**config.mk**
```make
export PLATFORM = sky130hd
export DESIGN_NAME = roller_intake_mode_sequencer
export DESIGN_NICKNAME = d
export VERILOG_FILES = /design/src/design/rims_pkg.sv /design/src/design/rims_regs.sv /design/src/design/roller_intake_mode_sequencer.sv
export SDC_FILE = /design/constraint.sdc
export NUM_CORES = 1
export LEC_CHECK = 0
export BUFFER_PORTS_ARGS = -buffer_cell sky130_fd_sc_hd__buf_4
export CAP_MARGIN = 10
export CORE_UTILIZATION = 55
export DETAILED_ROUTE_END_ITERATION = 10
export PLACE_DENSITY = 0.76
export SYNTH_ARGS = -nofsm -noshare
export SYNTH_HDL_FRONTEND = slang
export SYNTH_SLANG_ARGS = --single-unit
```
**constraint.sdc**
```tcl
create_clock -name aclk -period 5.45 [get_ports aclk]
set_clock_uncertainty 0.2 [all_clocks]
set_input_delay 0.8175 -clock aclk [delete_from_list [all_inputs] [get_ports aclk]]
set_output_delay 0.8175 -clock aclk [all_outputs]
set_load 0.005 [all_outputs]
```
**src/design/rims_pkg.sv**
```systemverilog
// Shared types, codes and constants for the roller intake mode sequencer.
package rims_pkg;

    localparam int unsigned HOLD_TICKS = 200;
    localparam int unsigned HELD_W     = 16;
    localparam int unsigned MAG_W      = 14;
    localparam int unsigned VOLT_W     = 15;
    localparam int unsigned ADDR_W     = 5;

    localparam logic [HELD_W-1:0] HOLD_LIMIT = HOLD_TICKS[HELD_W-1:0];
    localparam logic [HELD_W-1:0] HELD_MAX   = {HELD_W{1'b1}};

    typedef enum logic [2:0] {
        MODE_STOP    = 3'd0,
        MODE_INTAKE  = 3'd1,
        MODE_STRONG  = 3'd2,
        MODE_RETAIN  = 3'd3,
        MODE_OUTTAKE = 3'd4
    } rims_mode_t;

    typedef enum logic [2:0] {
        OP_TICK   = 3'd0,
        OP_INTAKE = 3'd1,
        OP_OUT    = 3'd2,
        OP_STOP   = 3'd3,
        OP_HOLD   = 3'd4,
        OP_SELECT = 3'd5,
        OP_SENSOR = 3'd6
    } rims_op_t;

    typedef enum logic [2:0] {
        REG_CONE_IN     = 3'd0,
        REG_CONE_STRONG = 3'd1,
        REG_CONE_KEEP   = 3'd2,
        REG_CONE_OUT    = 3'd3,
        REG_CUBE_IN     = 3'd4,
        REG_CUBE_STRONG = 3'd5,
        REG_CUBE_KEEP   = 3'd6,
        REG_CUBE_OUT    = 3'd7
    } rims_reg_t;

    typedef struct packed {
        logic [MAG_W-1:0]         cone_in_mv;
        logic [MAG_W-1:0]         cone_strong_in_mv;
        logic signed [VOLT_W-1:0] cone_keep_mv;
        logic [MAG_W-1:0]         cone_out_mv;
        logic [MAG_W-1:0]         cube_in_mv;
        logic [MAG_W-1:0]         cube_strong_in_mv;
        logic signed [VOLT_W-1:0] cube_keep_mv;
        logic [MAG_W-1:0]         cube_out_mv;
    } rims_cfg_t;

    typedef struct packed {
        logic sensor_sees_cube;
        logic sensor_sees_cone;
        logic sensor_valid;
        logic is_cone;
        logic hold_on;
        logic force_req;
    } rims_flags_t;

endpackage

```
**src/design/rims_regs.sv**
```systemverilog
// APB register file holding the per-piece drive setpoints.
module rims_regs
    import rims_pkg::*;
(
    input  logic              aclk,
    input  logic              aresetn,
    input  logic              psel,
    input  logic              penable,
    input  logic              pwrite,
    input  logic [ADDR_W-1:0] paddr,
    input  logic [31:0]       pwdata,
    output logic [31:0]       prdata,
    output logic              pready,
    output rims_cfg_t         cfg
);

    rims_cfg_t cfg_reg;
    logic      wr_en;
    rims_reg_t wr_idx;
    rims_reg_t rd_idx;

    assign pready = 1'b1;
    assign wr_en  = psel && penable && pwrite && pready;
    assign wr_idx = rims_reg_t'(paddr[ADDR_W-1:2]);
    assign rd_idx = rims_reg_t'(paddr[ADDR_W-1:2]);
    assign cfg    = cfg_reg;

    always_ff @(posedge aclk) begin
        if (!aresetn) begin
            cfg_reg <= '0;
        end else if (wr_en) begin
            case (wr_idx)
                REG_CONE_IN:     cfg_reg.cone_in_mv        <= pwdata[MAG_W-1:0];
                REG_CONE_STRONG: cfg_reg.cone_strong_in_mv <= pwdata[MAG_W-1:0];
                REG_CONE_KEEP:   cfg_reg.cone_keep_mv      <= pwdata[VOLT_W-1:0];
                REG_CONE_OUT:    cfg_reg.cone_out_mv       <= pwdata[MAG_W-1:0];
                REG_CUBE_IN:     cfg_reg.cube_in_mv        <= pwdata[MAG_W-1:0];
                REG_CUBE_STRONG: cfg_reg.cube_strong_in_mv <= pwdata[MAG_W-1:0];
                REG_CUBE_KEEP:   cfg_reg.cube_keep_mv      <= pwdata[VOLT_W-1:0];
                REG_CUBE_OUT:    cfg_reg.cube_out_mv       <= pwdata[MAG_W-1:0];
                default:         cfg_reg <= cfg_reg;
            endcase
        end
    end

    always_comb begin
        case (rd_idx)
            REG_CONE_IN:     prdata = {{(32-MAG_W){1'b0}}, cfg_reg.cone_in_mv};
            REG_CONE_STRONG: prdata = {{(32-MAG_W){1'b0}}, cfg_reg.cone_strong_in_mv};
            REG_CONE_KEEP:   prdata = {{(32-VOLT_W){1'b0}}, cfg_reg.cone_keep_mv};
            REG_CONE_OUT:    prdata = {{(32-MAG_W){1'b0}}, cfg_reg.cone_out_mv};
            REG_CUBE_IN:     prdata = {{(32-MAG_W){1'b0}}, cfg_reg.cube_in_mv};
            REG_CUBE_STRONG: prdata = {{(32-MAG_W){1'b0}}, cfg_reg.cube_strong_in_mv};
            REG_CUBE_KEEP:   prdata = {{(32-VOLT_W){1'b0}}, cfg_reg.cube_keep_mv};
            REG_CUBE_OUT:    prdata = {{(32-MAG_W){1'b0}}, cfg_reg.cube_out_mv};
            default:         prdata = '0;
        endcase
    end

endmodule

```
**src/design/roller_intake_mode_sequencer.sv**
```systemverilog
// Top level: command register, mode state machine and drive result register.
// Flow: a command transfer is registered in the input register, then executed from it; a tick's
//   result is registered in the result register and shows on m_tvalid from there.
// Throughput: one command per cycle; the result register stalls the input register
//   only when a tick waits behind an untaken result.
// Reset: synchronous, active low; mode stop, cube selected, no piece, counter zero,
//   all setpoints zero, both channels empty.
module roller_intake_mode_sequencer
    import rims_pkg::*;
(
    input  logic              aclk,
    input  logic              aresetn,
    input  logic              s_tvalid,
    output logic              s_tready,
    input  logic [7:0]        s_tdata,  // force_req, hold_on, is_cone, sensor_valid,
                                        // sensor_sees_cone, sensor_sees_cube, 2 zero
    input  logic [2:0]        s_tuser,  // opcode
    output logic              m_tvalid,
    input  logic              m_tready,
    output logic [23:0]       m_tdata,  // drive_mv[14:0], mode_code[17:15], 6 zero
    input  logic              psel,
    input  logic              penable,
    input  logic              pwrite,
    input  logic [ADDR_W-1:0] paddr,
    input  logic [31:0]       pwdata,
    output logic [31:0]       prdata,
    output logic              pready
);

    rims_cfg_t cfg;

    logic        in_valid_reg;
    rims_op_t    in_op_reg;
    rims_flags_t in_flags_reg;

    rims_mode_t        mode_reg, mode_next;
    logic              cone_reg, cone_next;
    logic              present_reg, present_next;
    logic [HELD_W-1:0] held_reg, held_next;
    logic [HELD_W-1:0] held_base;

    logic                     out_valid_reg, out_valid_next;
    logic signed [VOLT_W-1:0] out_drive_reg, drive;
    rims_mode_t               out_mode_reg;

    logic is_tick;
    logic stall;
    logic exec;
    logic fire;

    rims_regs u_regs (
        .aclk    (aclk),
        .aresetn (aresetn),
        .psel    (psel),
        .penable (penable),
        .pwrite  (pwrite),
        .paddr   (paddr),
        .pwdata  (pwdata),
        .prdata  (prdata),
        .pready  (pready),
        .cfg     (cfg)
    );

    assign is_tick  = (in_op_reg == OP_TICK);
    assign stall    = in_valid_reg && is_tick && out_valid_reg && !m_tready;
    assign exec     = in_valid_reg && !stall;
    assign fire     = exec && is_tick;
    assign s_tready = !stall;

    // hold the command while a tick waits for the result slot
    always_ff @(posedge aclk) begin
        if (!aresetn) begin
            in_valid_reg <= 1'b0;
        end else if (!stall) begin
            in_valid_reg <= s_tvalid;
        end
    end

    always_ff @(posedge aclk) begin
        if (s_tvalid && s_tready) begin
            in_op_reg    <= rims_op_t'(s_tuser);
            in_flags_reg <= rims_flags_t'(s_tdata[5:0]);
        end
    end

    always_comb begin
        held_base = (mode_reg == MODE_INTAKE && !present_reg) ? '0 : held_reg;
    end

    // next state
    always_comb begin
        mode_next    = mode_reg;
        cone_next    = cone_reg;
        present_next = present_reg;
        held_next    = held_reg;
        case (in_op_reg)
            OP_TICK: begin
                if (mode_reg == MODE_INTAKE && present_reg && held_reg > HOLD_LIMIT) begin
                    mode_next = MODE_RETAIN;
                end else if (mode_reg == MODE_RETAIN && !present_reg) begin
                    mode_next = MODE_INTAKE;
                end
                held_next = (held_base != HELD_MAX) ? held_base + 1'b1 : held_base;
            end
            OP_INTAKE: begin
                mode_next = (mode_reg == MODE_INTAKE && !in_flags_reg.force_req) ?
                            MODE_STOP : MODE_INTAKE;
            end
            OP_OUT: begin
                mode_next = (mode_reg == MODE_OUTTAKE && !in_flags_reg.force_req) ?
                            MODE_STOP : MODE_OUTTAKE;
            end
            OP_STOP: begin
                mode_next = MODE_STOP;
            end
            OP_HOLD: begin
                if (in_flags_reg.hold_on) begin
                    if (mode_reg inside {MODE_RETAIN, MODE_INTAKE}) begin
                        mode_next = MODE_STRONG;
                    end
                end else if (mode_reg == MODE_STRONG) begin
                    mode_next = MODE_INTAKE;
                end
            end
            OP_SELECT: begin
                cone_next = in_flags_reg.is_cone;
            end
            OP_SENSOR: begin
                if (in_flags_reg.sensor_valid) begin
                    present_next = in_flags_reg.sensor_sees_cone ||
                                   in_flags_reg.sensor_sees_cube;
                end
            end
            default: begin
                mode_next = mode_reg;
            end
        endcase
    end

    // drive output from the mode before the tick
    always_comb begin
        case (mode_reg)
            MODE_INTAKE:  drive = cone_reg ? -$signed({1'b0, cfg.cone_in_mv})
                                           :  $signed({1'b0, cfg.cube_in_mv});
            MODE_STRONG:  drive = cone_reg ? -$signed({1'b0, cfg.cone_strong_in_mv})
                                           :  $signed({1'b0, cfg.cube_strong_in_mv});
            MODE_RETAIN:  drive = cone_reg ? cfg.cone_keep_mv : cfg.cube_keep_mv;
            MODE_OUTTAKE: drive = cone_reg ?  $signed({1'b0, cfg.cone_out_mv})
                                           : -$signed({1'b0, cfg.cube_out_mv});
            default:      drive = '0;
        endcase
    end

    always_ff @(posedge aclk) begin
        if (!aresetn) begin
            mode_reg    <= MODE_STOP;
            cone_reg    <= 1'b0;
            present_reg <= 1'b0;
            held_reg    <= '0;
        end else if (exec) begin
            mode_reg    <= mode_next;
            cone_reg    <= cone_next;
            present_reg <= present_next;
            held_reg    <= held_next;
        end
    end

    always_comb begin
        if (fire) begin
            out_valid_next = 1'b1;
        end else if (m_tready) begin
            out_valid_next = 1'b0;
        end else begin
            out_valid_next = out_valid_reg;
        end
    end

    always_ff @(posedge aclk) begin
        if (!aresetn) begin
            out_valid_reg <= 1'b0;
        end else begin
            out_valid_reg <= out_valid_next;
        end
    end

    always_ff @(posedge aclk) begin
        if (fire) begin
            out_drive_reg <= drive;
            out_mode_reg  <= mode_next;
        end
    end

    assign m_tvalid = out_valid_reg;
    assign m_tdata  = {6'd0, out_mode_reg, out_drive_reg};

endmodule

```
## Yosys cells after proc, flatten, opt, wreduce, memory -nomap -nowiden

Cells that the tools add are included.

| word-level totals | value |
|---|---|
| logic and storage cells | 98 |
| register bits | 164 |
| output and inout bits | 59 |

| cells by class | value |
|---|---|
| eq/ne operators | 18 |
| $lt $le $gt $ge | 1 |
| muxes and demuxes | 18 |
| reduce and logical (&&, ||, !) cells | 34 |
| $add $sub $neg | 4 |

Operators by type and width:

| kind | number |
|---|---|
| 32-bit one-hot mux with 8 select lines | 1 |
| 15-bit two-way mux | 4 |
| 15-bit one-hot mux with 4 select lines | 1 |
| 14-bit negation with 15-bit output | 3 |
| 16-bit two-way mux | 2 |
| 3-bit equality test, second input constant | 8 |
| 2-bit AND reduction | 10 |
| 3-bit by 2-bit equality test with 1-bit output, second input constant | 6 |
| 3-bit two-way mux | 6 |
| 16-bit by 1-bit adder with 16-bit output, second input constant | 1 |
| 16-bit by 8-bit greater-than comparator with 1-bit output, second input constant | 1 |
| 16-bit != test, second input constant | 1 |
| 3-bit one-hot mux with 5 select lines | 1 |
| 1-bit logical AND | 14 |
| 3-bit by 1-bit equality test with 1-bit output, second input constant | 3 |
| 3-bit zero test | 2 |
| 1-bit zero test | 4 |
| 2-bit nonzero test | 2 |
| 1-bit two-way mux | 3 |
| 3-bit AND reduction | 1 |
| 1-bit logical OR | 1 |

## Depth between registers and ports, before layout

| depth | value |
|---|---|
| word-level depth | 8 |
| depth in mapped cells | 11 |
| gate-level depth less buffers | 9 |

## Modules after synthesis

Synthesis repeated with hierarchy kept, for this count alone.

| unflattened totals | value |
|---|---|
| cells, all modules | 1129 |
| area, all modules | 9500.4 sq um |

By module, submodules not included:

| module | area an instance (sq um) | times used | seq. area each (sq um) | cells an instance |
|---|---|---|---|---|
| rims_regs | 5602.9 | 1 | 2282.2 | 674 |
| roller_intake_mode_sequencer | 3897.5 | 1 | 1271.2 | 455 |

## Least setup slack after synthesis

OpenSTA, ideal clock, no wires.

| timing | value |
|---|---|
| path type | input to output |
| start | input port paddr[4] |
| end | output port prdata[10] |
| setup slack | 2.224 ns |
| cell stages on the path | 6 |
| arrival | 2.208 ns |
| required time | 4.433 ns |
| buffers on the path | 3 |
| cell sequence | clkbuf_1 clkbuf_1 buf_1 mux4_2 a21oi_1 nor2_1 |

| on the way | value |
|---|---|
| word-level cells in the longest chain between the ends | 2 |
| elaborated cells between the ends (all ways) | 9 |

RTL lines:

| item | line | RTL |
|---|---|---|
| start: declaration | roller_intake_mode_sequencer.sv:24 | `input logic [ADDR_W-1:0] paddr,` |
| 3-bit equality test (tied with other cells) | rims_regs.sv:47 | `case (rd_idx)` |
| 32-bit one-hot mux with 8 select lines * | rims_regs.sv:47 |  |
| end: declaration | roller_intake_mode_sequencer.sv:26 | `output logic [31:0] prdata,` |

Every way passes the cells marked *; elsewhere a longest branch is shown, timed or not. The select of a mux whose other input is x is not followed.

## Final worst setup path

| timing | value |
|---|---|
| start | input port paddr[4] |
| end | output port prdata[3] |

Same word-level chain as after synthesis.

==> metrics.yaml <==
slowest_delay_ps: 580
setup_slack_ps: 1454
p_leak_nw: 3.515
h-tree-depth: 4
clkSlewWorstSetupHoldPaths_ps: 60
grt-ovfl-total: 0
antenna_found_initial: 0
fin_crit_sh_pct: 73.32
start_util_pct: 56.20
synth_edf_count: 27
stdcell_area_sq_mm: 0.009957
relSlewSlack_pct: 29.11
cts_tree: "yes"
grt_pass1_wl_microns: 42310
tightest_slew_ps: 1059
row_count: 46
die_w_microns: 129.2
globalRouteMet2Util_pct: 47.47
yosys_register_bits: 164
syn_avg_cell_area_sq_um: 7.655
worstPathCellList: "buf_4, inv_1, nor2_1, a221oi_1, a31oi_1, o22a_1, buf_4"
crit_arrival_ps: 2980
wirelength_microns: 27570
ant_nets: 0
placeableCoreArea_sq_mm: 0.01583
first_global_vias: 7488
hp-class: "reg2reg"
num_antenna_cells: 0
synth_area_sq_mm: 0.008895
ys.flop_type: "dfxtp_1"
nFillCells: 1433
finalCriticalPeriod_ps: 3996
clock_latency_ps: 430
synthDistinctLibCells: 65
yosys-top-cells-area: "dfxtp_1 (31%), nand2_1 (13%), edfxtp_1 (9.1%), a21oi_1 (8.6%), nor2_1 (3.2%)"
synth-seq-area-share_pct: 39.95
portBuffers: 68
yosys.area.top_type_share_pct: 30.83
die_area_sq_mm: 0.01668
ioPinCount: 114
cts_setup_buffers: 0
ctsHoldBuffers: 0
grtUsageMet1_pct: 50.25
nNetsFinal: 1234
hold-worst-slack_ps: 268.1
grt.total_usage_pct: 33.72
cts-root-buf: "clkbuf_16"
critPathSlowestCell: "nor2_1"
register_area_sq_mm: 0.003553
drc: 0
vias: 8610
synthCells: 1162
dr.pass1.iters: 8
grt.busiest_layer: "met1"
grt_max_degree: 91
end_kind: "output pin"
fmax_ghz: 0.2503
cts_buffer_depth: 2
drtIter0Drc: 1164
clock-sinks: 164
irDropWorstVdd_mv: 0.2165
async_flop_share_pct: 0
hold_violations: 0
vias_per_cell: 6.132
status: "finished clean"
start_kind: "input pin"
place_ws_ps: 1575
crit_path_max_fanout: 45
dpl_cell_area_sq_mm: 0.009341
grt_setup_unrepaired: "false"
numCtsBuffers: 17
slew_viol_final: 0
synth_top_area_cell: "dfxtp_1"
finalSetupViolCount: 0
power_density_mw_per_mm2: 276.3
avgRoutedWirePerCell_microns: 19.63
use_met3_pct: 8.794
path_class: "in2out"
drive_above_1_share_pct: 12.04
fin_util_pct: 62.91
drv_cap: 0
routabilityCongestion: 0.9570
largest_reg_flops: 114
areaGrowthSynthToFinish_pct: 11.94
finalSetupTns_ps: 0
die_h_microns: 129.2
cts_resized: 0
critPathMostFrequentCell: "buf_4"
multi_input_area_sq_mm: 0.004847
hpwl_microns: 19370
cp.required_ps: 4430
ys_warn_count: 0
## metrics by stage
stage	instances	power [mW]
after floorplan	1184	1.440
after global placement	1372	1.505
after detailed placement	1372	1.507
after CTS	1404	2.749
after global routing	1404	2.822
final	1404	2.751
## metal layers
layer | wire (microns) | vias to the layer above
li1 | - | 4048
met2 | 11670 | 553
met1 | 11810 | 3967
met3 | 3592 | 42
met4 | 498 | 0
met5 | 0 | -
## synthesized netlist by cell type (8+ instances only)
| cell | instances |
|---|---|
| edfxtp_1 | 27 |
| buf_4 | 24 |
| clkbuf_1 | 63 |
| mux2i_1 | 13 |
| dfxtp_1 | 137 |
| a31oi_1 | 12 |
| o21ai_0 | 25 |
| nand3_1 | 30 |
| nor2_1 | 76 |
| nor2b_1 | 9 |
| inv_1 | 19 |
| nor3_1 | 32 |
| xnor2_1 | 28 |
| a21oi_1 | 153 |
| xor2_1 | 9 |
| or3_1 | 9 |
| a221oi_1 | 19 |
| a22o_1 | 8 |
| clkbuf_2 | 14 |
| nand2_1 | 297 |
| o22a_1 | 8 |
| a22oi_1 | 21 |
| mux2_2 | 22 |
## final cells by class
type                            instances  area share, %
Multi-Input combinational cell        893          48.68
Sequential cell                       164          35.69
Timing Repair Buffer                   79          5.956
Clock buffer                           24          4.951
Tap cell                              216          2.714
Clock inverter                          8          1.231
Inverter                               20         0.7791
## cell usage in the layout, fill, tap and decap left out, drive strengths merged, types with 13 or more instances in the layout
master and n:
mux2i 13, mux2 22, a31oi 13, nand3 30
nor3 32, nor2 76, dfxtp 137, clkbuf 24
nand2 297, xnor2 28, edfxtp 27, inv 21
o21ai 25, a22oi 21, conb 24, a21oi 153
a221oi 20, buf 79
## kinds of logic after synthesis
kind of cell               share of synthesized area [%]
xor gates and xnor gates                           3.643
AOI/OAI and AO/OA                                  20.40
buffers and inverters                              6.668
muxes                                              4.501
adders and majority gates                         0.5627
and+or+nand+nor                                    24.19
DFF                                                39.95
other                                            0.08443
## where the power goes
group	leakage (nW)	internal [mW]	switching (mW)
clock	0.300	0.772	0.489
combinational	1.84	0.0769	0.149
sequential	1.38	1.24	0.0192
## worst paths after layout
| kind | start | endpoint | slack, ps | cells past startpoint |
|---|---|---|---|---|
| worst max-delay path | paddr[4] | prdata[3] | 1450 | 7 |
| worst min-delay path | u_regs.cfg[56] | u_regs.cfg[56] | 270 | 2 |
| worst max register to register | mode_reg[0] | held_reg[3] | 2020 | 9 |
| worst min register to register | u_regs.cfg[56] | u_regs.cfg[56] | 270 | 2 |
## critical path, delay by kind of cell
family | cells | cell delay (ps)
compound gates | 3 | 580
buf+inv | 3 | 960
simple gates | 1 | 580
(Power assumes the default switching activity.)
